### src/sv/ohm_pkg.sv
// Shared types, constants and helper functions for the open-address hash map.
package ohm_pkg;

  localparam int SLOT_W = 10;
  localparam int CNT_W  = 11;
  localparam int LOG_W  = 4;
  localparam int CFG_W  = 11;
  localparam int HASH_W = 32;
  localparam int VAL_W  = 32;
  localparam int KEY_W  = 32;

  typedef enum logic [1:0] {
    OP_PUT   = 2'd0,
    OP_GET   = 2'd1,
    OP_CLEAR = 2'd2,
    OP_NONE  = 2'd3
  } op_t;

  typedef enum logic [3:0] {
    ST_SWEEP,
    ST_IDLE,
    ST_PRD,
    ST_PCHK,
    ST_GSWEEP,
    ST_GRD,
    ST_GCHK,
    ST_GPRD,
    ST_GPCHK,
    ST_OUT
  } state_t;

  typedef struct packed {
    logic              free;
    logic              match;
    logic              last;
    logic [SLOT_W-1:0] next_z;
  } probe_res_t;

  function automatic logic [SLOT_W-1:0] mask_of(input logic [LOG_W-1:0] lg);
    logic [SLOT_W:0] sz;
    sz = (SLOT_W+1)'(1) << lg;
    return SLOT_W'(sz - (SLOT_W+1)'(1));
  endfunction

  function automatic int largest_log(input int max_entries);
    int l;
    l = 0;
    for (int i = 0; i < SLOT_W; i++) begin
      if ((2 << l) <= max_entries) l++;
    end
    return l;
  endfunction

  function automatic logic [LOG_W-1:0] init_log(input logic [CFG_W-1:0] req,
                                                 input int min_slots, input int cap);
    int l;
    logic [CFG_W:0] sz;
    l = 0;
    for (int i = 0; i < SLOT_W; i++) begin
      sz = (CFG_W+1)'(1) << l;
      if (l < cap && (int'(sz) < min_slots || sz < {1'b0, req})) l++;
    end
    return LOG_W'(l);
  endfunction

endpackage

### src/sv/ohm_probe_unit.sv
// Shared probe step: slot test against the key and the next probe position.
module ohm_probe_unit import ohm_pkg::*; #(
  parameter int KW            = 32,
  parameter int PROBE_ADVANCE = 0
) (
  input  logic [LOG_W-1:0]  lg,
  input  logic [SLOT_W-1:0] z,
  input  logic [CNT_W-1:0]  n,
  input  logic              used,
  input  logic [KW-1:0]     stored_key,
  input  logic [KW-1:0]     key,
  output probe_res_t        res
);

  localparam logic [SLOT_W:0] STEP = (SLOT_W+1)'(PROBE_ADVANCE + 1);

  logic [SLOT_W:0] sum;
  logic [CNT_W-1:0] size;

  always_comb begin
    sum        = {1'b0, z} + STEP;
    size       = CNT_W'(1) << lg;
    res.free   = !used;
    res.match  = used && (stored_key == key);
    res.last   = (n + CNT_W'(1)) == size;
    res.next_z = sum[SLOT_W-1:0] & mask_of(lg);
  end

endmodule

### config.mk
export PLATFORM = sky130hd
export DESIGN_NAME = ohm_probe_unit
export DESIGN_NICKNAME = d
export VERILOG_FILES = /design/src/sv/ohm_pkg.sv /design/src/sv/ohm_probe_unit.sv
export SDC_FILE = /design/constraint.sdc
export NUM_CORES = 1
export LEC_CHECK = 0
export BUFFER_PORTS_ARGS = -buffer_cell sky130_fd_sc_hd__buf_2
export CELL_PAD_IN_SITES_DETAIL_PLACEMENT = 1
export CELL_PAD_IN_SITES_GLOBAL_PLACEMENT = 1
export CORE_AREA = 2 2 68 70
export DETAILED_ROUTE_END_ITERATION = 6
export DIE_AREA = 0 0 70 72
export GPL_TIMING_DRIVEN = 0
export PLACE_DENSITY_LB_ADDON = 0.1
export SYNTH_ARGS = -nofsm -noshare
export SYNTH_HDL_FRONTEND = slang
export SYNTH_SLANG_ARGS = --single-unit
### constraint.sdc
create_clock -name vclk -period 3.1
set_input_delay 0.31 -clock vclk [all_inputs]
set_output_delay 0.31 -clock vclk [all_outputs]
set_load 0.01 [all_outputs]
---- After elaboration in Yosys (flattened, before gate mapping) ----
Index checks and enable logic that the tools add are counted.
word-level totals
  bits in registers ....................... 0
  output and inout bits ................... 13
cells by class
  $add $sub $neg .......................... 3
  equality and inequality tests ........... 2
  shift operators ......................... 1
  bitwise gates (word level) .............. 1
  reductions and logical operators ........ 2
operators with widths
  operator                                             count
  == test 32 bit                                       1
  adder 11 x 1 -> 11 bit (second input constant)       1
  == test 11 bit                                       1
  left shift 1 x 4 -> 11 bit (first input constant)    1
  adder 10 x 1 -> 10 bit (second input constant)       1
  AND 10 bit                                           1
  subtractor 10 x 1 -> 10 bit (second input constant)  1
  logical AND 1 bit                                    1
  zero test 1 bit                                      1

---- Depth between registers and ports, before layout ----
Gate-level depths: netlist (run 1).
  word-level depth ........................ 3
  depth in mapped cells ................... 9
  gate-level depth less buffers ........... 7

---- Worst setup path after synthesis (run 1) ----
No wires, ideal clock.
  path type ............................... input to output
  start ................................... in lg[2]
  end ..................................... out res[6] (netlist bit)
  arrival ................................. 1.682 ns
  required time ........................... 2.790 ns
  path slack .............................. 1.108 ns
  cell stages on the path ................. 8
  path buffers ............................ 2
  cells stage by stage .................... buf_4 clkbuf_1 nor2_1 nand3_1 ha_1 o21ai_0 nand3_1 a21oi_1
RTL lines
  element             RTL line              text
  start: declaration  ohm_probe_unit.sv:6   input logic [LOG_W-1:0] lg,
  end: declaration    ohm_probe_unit.sv:12  output probe_res_t res

==> flow_summary.json, run 1 <==
{
  "status": "complete, no violations",
  "post_cts_resized": 0,
  "area_growth_pct": 51.80,
  "crit_path_start_kind": "primary input",
  "hold_violations": 0,
  "fmax_mhz": 430.5,
  "irDropWorstVdd_mv": 0.04839,
  "hold_path.class": "in -> out",
  "multiInputGateArea_um2": 1072,
  "crit_slowest_cell": "nor2_1",
  "drive_gt1_share_pct": 42.41,
  "n_antenna_cell": 0,
  "first_pass_iters": 4,
  "die_h_um": 72,
  "wl_per_cell_um": 12.77,
  "min_to": "res[12]",
  "synth_warnings": 0,
  "grt_overflow": 0,
  "setup_violations": 0,
  "die_w_um": 70,
  "critPathTopFamily": "simple AND/OR/NAND/NOR gates",
  "timing.slew.headroom_pct": 67.90,
  "grt_usage_pct": 14.74,
  "drv_cap": 0,
  "hold_depth": 3,
  "io_buffers": 102,
  "clkbuf_count": 0,
  "core_area_um2": 4264,
  "num_rows": 24,
  "stdcell_count": 309,
  "period_minus_slack_ns": 2.323,
  "critical_path_class": "in -> out",
  "rsz0062_at_grt": "no",
  "fillers": 588,
  "mostFrequentLayoutCells": "buf_2 (103), xnor2_1 (37), nand3_1 (14)",
  "netlist_area_um2": 1111,
  "path_max_fanout": 10,
  "max_stage_delay_ns": 0.39,
  "path_buf_inv": 3,
  "ios": 103,
  "final.setup.tns_ns": 0,
  "dp_hpwl_um": 3626,
  "worst_slew_pin_slew_ns": 0.4748,
  "ys_types": 40,
  "final-seq-area_um2": 0,
  "syn-instance-count": 155,
  "synth_nets": 248,
  "hold_buffers": 0,
  "gp_congestion": 0.7657,
  "critical_path_required_ns": 2.79,
  "ant_nets": 0,
  "grt_pass1_wl_um": 6382,
  "antenna_found_initial": 0,
  "grt_pass1_vias": 1526,
  "power_density_nw_per_um2": 122.8,
  "hold_path_startpoint": "used",
  "n_sequential_cell": 0,
  "final_common_cell": "buf_2",
  "num_vias": 1497,
  "syn_area_per_cell_um2": 7.168,
  "cp_cell_sequence": "buf_2 -> clkbuf_1 -> nor2_1 -> nand3_1 -> ha_1 -> o21ai_0 -> nand3_1 -> a21oi_1 -> buf_2",
  "p_leak_nw": 0.7460,
  "ys_seq_area_share_pct": 0,
  "drt-initial-drc-count": 44,
  "start_util_pct": 26.06,
  "post-route-cell-area_um2": 1687,
  "post-route-period-util_pct": 74.93,
  "routed_wl_um": 3946,
  "dp.cells": 309,
  "drc": 0,
  "post_cts_buffers": 0,
  "crit_arrival_ns": 2.01,
  "endpoint_kind": "output pin",
  "place_area_um2": 1687,
  "drv_slew": 0,
  "die_area_um2": 5040,
  "fin_nets": 352,
  "worst_hold_slack_ns": 0.8731,
  "grt_max_degree": 11,
  "viasPerCell": 4.845
}
==> synth_stat cells, types with 2 or more instances <==
| library cell | n | area share, % |
|---|---|---|
| xnor2_1 | 37 | 29 |
| nand3_1 | 14 | 6.3 |
| xor2_1 | 12 | 9.5 |
| nand4_1 | 10 | 5.6 |
| nand2_1 | 9 | 3.0 |
| nor2_1 | 9 | 3.0 |
| nor3_1 | 6 | 2.7 |
| a21oi_1 | 4 | 1.8 |
| inv_1 | 4 | 1.4 |
| nor4_1 | 4 | 2.3 |
| clkbuf_1 | 3 | 1.0 |
| ha_1 | 3 | 3.4 |
| o21ai_0 | 3 | 1.4 |
| or3_1 | 3 | 1.7 |
| a211oi_1 | 2 | 1.4 |
| and4_2 | 2 | 1.8 |
| and4bb_1 | 2 | 2.3 |
| nand4bb_1 | 2 | 2.0 |
| nor2b_1 | 2 | 1.1 |
| nor4b_1 | 2 | 1.6 |
| o2111ai_1 | 2 | 1.6 |
| o211ai_1 | 2 | 1.4 |
==> power by group <==
group	total [mW]	switching (mW)	internal, mW
logic	0.207	0.0970	0.110
clock network	0	0	0
registers	0	0	0
==> final cells by class <==
class	count	share of cell area (%)
Tap cell	52	3.858
Buffer	5	1.409
Inverter	4	0.8902
Timing Repair Buffer	102	30.27
Multi-Input combinational cell	146	63.58
==> kinds of logic (layout without fill, tap and decap cells) <==
logic type	after synthesis	in the layout	synth area share, %
muxes	1	1	1.013
adders and majority gates	3	3	3.379
xor gates and xnor gates	50	50	40.65
AOI/OAI and AO/OA	18	18	10.81
buffers and inverters	9	111	3.490
and+or+nand+nor	74	74	40.65
==> per-stage QoR <==
step                setup slack, ns  power, mW  util [%]
finish                       0.7770     0.2071     39.55
global route                 0.5215     0.2322     39.55
CTS                          0.7762     0.2107     39.55
detailed placement           0.7812     0.2095     39.55
global placement             0.7845     0.2070     39.55
floorplan                     1.108     0.1073         -
==> how the worst max path moves through the flow <==
stage,start,to,slack (ns),cells past startpoint
floorplan,lg[2],res[6],1.11,8
global placement,n[0],res[10],0.78,8
detailed placement,n[0],res[10],0.78,8
CTS,n[0],res[10],0.78,8
global route,lg[1],res[6],0.52,9
finish,lg[1],res[6],0.78,9
==> per-layer routing <==
metal | vias up | track usage [%] | part of all wire [%]
met5 | - | 0 | 0
met4 | 0 | 2.991 | 2.3
met3 | 8 | 2.222 | 7.1
met2 | 51 | 28.89 | 50
met1 | 659 | 16.92 | 40
li1 | 779 | - | -
Note: power is estimated with default switching activity, not from simulation.
==> run 2: changes to the inputs <==
Settings changed: ABC_AREA from default to 1, CORE_AREA 2 2 68 70 to 2 2 82 84, DIE_AREA 0 0 70 72 to 0 0 84 86.
Clock period 3.1 ns to 1.9 ns, I/O delays scaled along.
==> run 2 against run 1 <==
Setup slack got worse by 0.60 ns. Critical path type unchanged. Critical endpoint is now res[2]. Core utilization decreased by 9.2 points. Routed wire length up 24%. Global-route usage decreased by 1.4 points. Area after synthesis up 16%. Largest cell class unchanged.
==> flow_summary.json, run 2 <==
{
  "cp_cell_sequence": "buf_2 -> inv_1 -> nor2_1 -> nand2_1 -> ha_1 -> xor2_1 -> nor3b_1 -> buf_2",
  "final-seq-area_um2": 0,
  "pwr-share-seq_pct": 0,
  "hold_path.class": "in -> out",
  "syn-instance-count": 279,
  "die_w_um": 84,
  "gp_congestion": 0.8088,
  "num_vias": 2041,
  "setup_violations": 0,
  "synth_warnings": 0,
  "grt_max_degree": 10,
  "crit_path_frequent_cell": "buf_2",
  "utilization_pct": 30.34,
  "grt_pass1_wl_um": 8397,
  "num_rows": 29,
  "fmax_mhz": 581.0,
  "die_h_um": 86,
  "endpoint_kind": "output pin",
  "post-route-period-util_pct": 90.58,
  "path_max_fanout": 5,
  "mostFrequentLayoutCells": "buf_2 (103), nand2_1 (102), inv_1 (46)",
  "pwr-share-clk_pct": 0,
  "yosysMostFrequentCell": "nand2_1",
  "drive_gt1_share_pct": 29.58,
  "dp_hpwl_um": 4595,
  "io_buffers": 103,
  "grt_usage_pct": 13.29,
  "n_antenna_cell": 0,
  "clkbuf_count": 0,
  "grt_pass1_vias": 2131,
  "hold_buffers": 0,
  "syn_area_per_cell_um2": 4.615,
  "routed_wl_um": 4880,
  "antenna_found_initial": 0,
  "switching_share_pct": 54.18,
  "p_leak_nw": 1.188,
  "ios": 103,
  "viasPerCell": 4.447,
  "ys_seq_area_share_pct": 0,
  "final.setup.tns_ns": 0,
  "crit_arrival_ns": 1.53,
  "drv_cap": 0,
  "area_growth_pct": 47.91,
  "drc": 0,
  "ant_nets": 0,
  "synth_nets": 372,
  "critical_path_class": "in -> out",
  "crit_slowest_cell": "ha_1",
  "worst_slew_pin_slew_ns": 0.3707,
  "n_sequential_cell": 0,
  "ys_types": 21,
  "critical_path_required_ns": 1.71,
  "period_minus_slack_ns": 1.721,
  "irDropWorstVdd_mv": 0.05949,
  "core_area_um2": 6277,
  "pwr-share-comb_pct": 100.0,
  "power_switching_mw": 0.1924,
  "drv_slew": 0,
  "first_pass_iters": 4,
  "power_density_nw_per_um2": 186.5,
  "grt_overflow": 0,
  "final_common_cell": "buf_2",
  "yosysTopAreaCellShare_pct": 29.74,
  "synth_top_cell_by_area": "nand2_1",
  "wl_per_cell_um": 10.63,
  "rsz0062_at_grt": "no",
  "timing.slew.headroom_pct": 75.23,
  "max_stage_delay_ns": 0.25,
  "drt-initial-drc-count": 35,
  "p_int_mw": 0.1627,
  "start_util_pct": 20.51,
  "die_area_um2": 7224,
  "synthTopCellsByArea": "nand2_1 (30%), inv_1 (13%), nor2_1 (12%)",
  "hold_violations": 0,
  "netlist_area_um2": 1287,
  "synthTopCellsByCount": "nand2_1 (102), inv_1 (46), nor2_1 (41), nand3_1 (26), xor2_1 (10)",
  "status": "complete, no violations",
  "fin_nets": 477,
  "crit_path_start_kind": "primary input"
}
## run 2: cell count changes in the layout (fill, tap and decap cells not counted), sizes merged, moves of 4 or more
| cell | previous run | this run |
|---|---|---|
| o22ai | 0 | 7 |
| nand4 | 11 | 2 |
| inv | 4 | 48 |
| nand3b | 0 | 4 |
| xnor2 | 37 | 4 |
| nand3 | 14 | 26 |
| nor4 | 4 | 0 |
| nand2 | 9 | 103 |
| o21ai | 3 | 8 |
| nor2 | 9 | 45 |
## run 2: routing by layer
layer | GRT usage (%) | routed length, µm | up-vias
met2 | 26.91 | 2485 | 68
met5 | 0 | 0 | -
met4 | 0 | 0 | 0
met3 | 2.695 | 423 | 0
met1 | 15.15 | 1971 | 891
li1 | - | - | 1082
## run 2: final cells by class
cell class / count / area (µm²)
Timing Repair Buffer: 103 / 515.5
Multi-Input combinational cell: 231 / 1112
Fill cell: 939 / 4373
Inverter: 48 / 180.2
Tap cell: 77 / 96.34
## run 2: logic make-up (layout without fill, tap and decap cells)
kind of cell | count (synthesis) | in the layout | share of synthesized area (%)
AO/OA/AOI/OAI | 24 | 24 | 10.50
buffers and inverters | 48 | 151 | 13.99
adder cells (fa/ha/maj) | 3 | 3 | 2.916
XOR/XNOR | 14 | 14 | 9.523
AND/OR/NAND/NOR | 190 | 190 | 63.07
## run 2: what timing repair did
item	in CTS	in global routing
setup endpoints to repair	0	3
gates resized for setup	0	2
endpoints found under the hold margin	0	0
setup buffers	0	0
## run 2: final timing paths
kind | from | endpoint | slack, ns | depth (start not counted)
setup / recovery | lg[0] | res[2] | 0.18 | 8
hold / removal | used | res[12] | 0.62 | 3
## run 2: power groups by stage
stage / combinational, mW / sequential [mW] / clock (mW)
global route: 0.410 / 0 / 0
finish: 0.355 / 0 / 0
global placement: 0.355 / 0 / 0
floorplan: 0.185 / 0 / 0
CTS: 0.363 / 0 / 0
detailed placement: 0.362 / 0 / 0
## run 2: per-stage QoR
stage	power, mW	cell area (µm²)	setup WS, ns	hold slack, ns	std cells
3_5_place_dp	0.3618	1899	0.01295	0.6249	459
3_3_place_gp	0.3546	1899	0.08474	0.6146	459
5_1_grt	0.4105	1904	0.01412	0.6611	459
6_report	0.3552	1904	0.1789	0.6240	459
4_1_cts	0.3631	1899	0.01220	0.6266	459
2_1_floorplan	0.1855	1287	0.4543	0.4241	279
## run 2: worst max-delay path, delay by kind of cell
| family | cells | cell delay, ns |
|---|---|---|
| fa+ha+maj | 1 | 0.25 |
| simple gates | 3 | 0.55 |
| buf+inv | 3 | 0.38 |
| xor+xnor | 1 | 0.17 |
==> run 3: changes to the inputs <==
Settings changed: RECOVER_POWER from default to 100, REMOVE_ABC_BUFFERS from default to 1.
==> run 3 against run 2 <==
Non-clock buffer count is the same. Core utilization down 0.18 points. Die area is the same. Cell count unchanged. Global-route usage is the same. Setup slack better by 0.0037 ns. Power down 0.78%. Final area down 0.59%. Count of clock-buffer cells in the layout unchanged. Sequential share of layout area unchanged. Routed wire length about the same. Critical path depth stayed put.
==> flow_summary.json, run 3 (synthesis results as in run 2) <==
{
  "pwr-share-clk_pct": 0,
  "pwr-share-seq_pct": 0,
  "fin_nets": 477,
  "grt_overflow": 0,
  "hold_path.class": "in -> out",
  "endpoint_kind": "output pin",
  "path_max_fanout": 5,
  "core_area_um2": 6277,
  "grt_pass1_wl_um": 8397,
  "drive_gt1_share_pct": 27.23,
  "num_rows": 29,
  "final.setup.tns_ns": 0,
  "drc": 0,
  "post-route-cell-area_um2": 1893,
  "antenna_found_initial": 0,
  "critical_path_required_ns": 1.71,
  "n_antenna_cell": 0,
  "grt_max_degree": 10,
  "place_area_um2": 1899,
  "setup_violations": 0,
  "post_cts_buffers": 0,
  "area_growth_pct": 47.04,
  "worst_hold_slack_ns": 0.6126,
  "power_switching_mw": 0.1927,
  "rsz0062_at_grt": "no",
  "die_w_um": 84,
  "fmax_mhz": 582.3,
  "post_cts_resized": 0,
  "drv_slew": 0,
  "status": "complete, no violations",
  "hold_violations": 0,
  "final-seq-area_um2": 0,
  "dp_hpwl_um": 4595,
  "die_h_um": 86,
  "routed_wl_um": 4882,
  "wl_per_cell_um": 10.64,
  "timing.slew.headroom_pct": 75.23,
  "viasPerCell": 4.458,
  "worstSetupEndpoint": "res[2]",
  "crit_arrival_ns": 1.53,
  "start_util_pct": 20.51,
  "drt-initial-drc-count": 35,
  "die_area_um2": 7224,
  "post-route-period-util_pct": 90.39,
  "hold_buffers": 0,
  "p_int_mw": 0.1598,
  "clkbuf_count": 0,
  "power_density_nw_per_um2": 186.2,
  "pwr-share-comb_pct": 100.0,
  "worst_slew_pin_slew_ns": 0.3707,
  "first_pass_iters": 4,
  "ios": 103,
  "num_vias": 2046,
  "period_minus_slack_ns": 1.717,
  "irDropWorstVdd_mv": 0.05938,
  "dp.cells": 459,
  "crit_path_start_kind": "primary input",
  "grt_pass1_vias": 2131,
  "n_sequential_cell": 0,
  "grt_usage_pct": 13.29,
  "io_buffers": 103,
  "utilization_pct": 30.16,
  "p_leak_nw": 1.156,
  "stdcell_count": 459,
  "ant_nets": 0,
  "mostFrequentLayoutCells": "nand2_1 (102), buf_2 (94), inv_1 (46)",
  "gp_congestion": 0.8088,
  "final_common_cell": "nand2_1",
  "startpoint": "lg[0]",
  "hold_path_startpoint": "used",
  "critical_path_class": "in -> out",
  "drv_cap": 0,
  "switching_share_pct": 54.67
}
## run 3: worst min path at each step
stage                   end  depth (start not counted)  slack [ns]
finish              res[12]                          3        0.61
CTS                 res[12]                          3        0.63
detailed placement  res[12]                          3        0.62
global route        res[12]                          3        0.65
global placement    res[12]                          3        0.61
floorplan            res[0]                          1        0.42
## run 3: cell type report
cell class         instances  area [µm²]
multi-input cells        231        1112
inverters                 48       180.2
repair buffers           103       504.2
fillers                  945        4384
well taps                 77       96.34
## run 3: worst max-delay path: stages
cell and delay [ns]:
buf_2 0.14, inv_1 0.07, nor2_1 0.23, nand2_1 0.12
ha_1 0.24, xor2_1 0.17, nor3b_1 0.20, buf_2 0.17
## run 3: layer usage
layer / routed length, µm / GRT usage [%] / up-vias / part of all wire (%)
li1: - / - / 1084 / -
met1: 1972 / 15.15 / 892 / 40
met2: 2486 / 26.91 / 70 / 51
met3: 423 / 2.695 / 0 / 8.7
met4: 0 / 0 / 0 / 0
met5: 0 / 0 / - / 0
## run 3: power groups by stage
stage	combinational (mW)	clock, mW	sequential [mW]
global placement	0.355	0	0
floorplan	0.185	0	0
CTS	0.363	0	0
finish	0.352	0	0
detailed placement	0.362	0	0
global route	0.408	0	0
## run 3: stage by stage
stage | setup WS, ns | total power, mW
global route | 0.01406 | 0.4078
detailed placement | 0.01295 | 0.3618
finish | 0.1826 | 0.3524
global placement | 0.08474 | 0.3546
floorplan | 0.4543 | 0.1855
CTS | 0.01220 | 0.3631
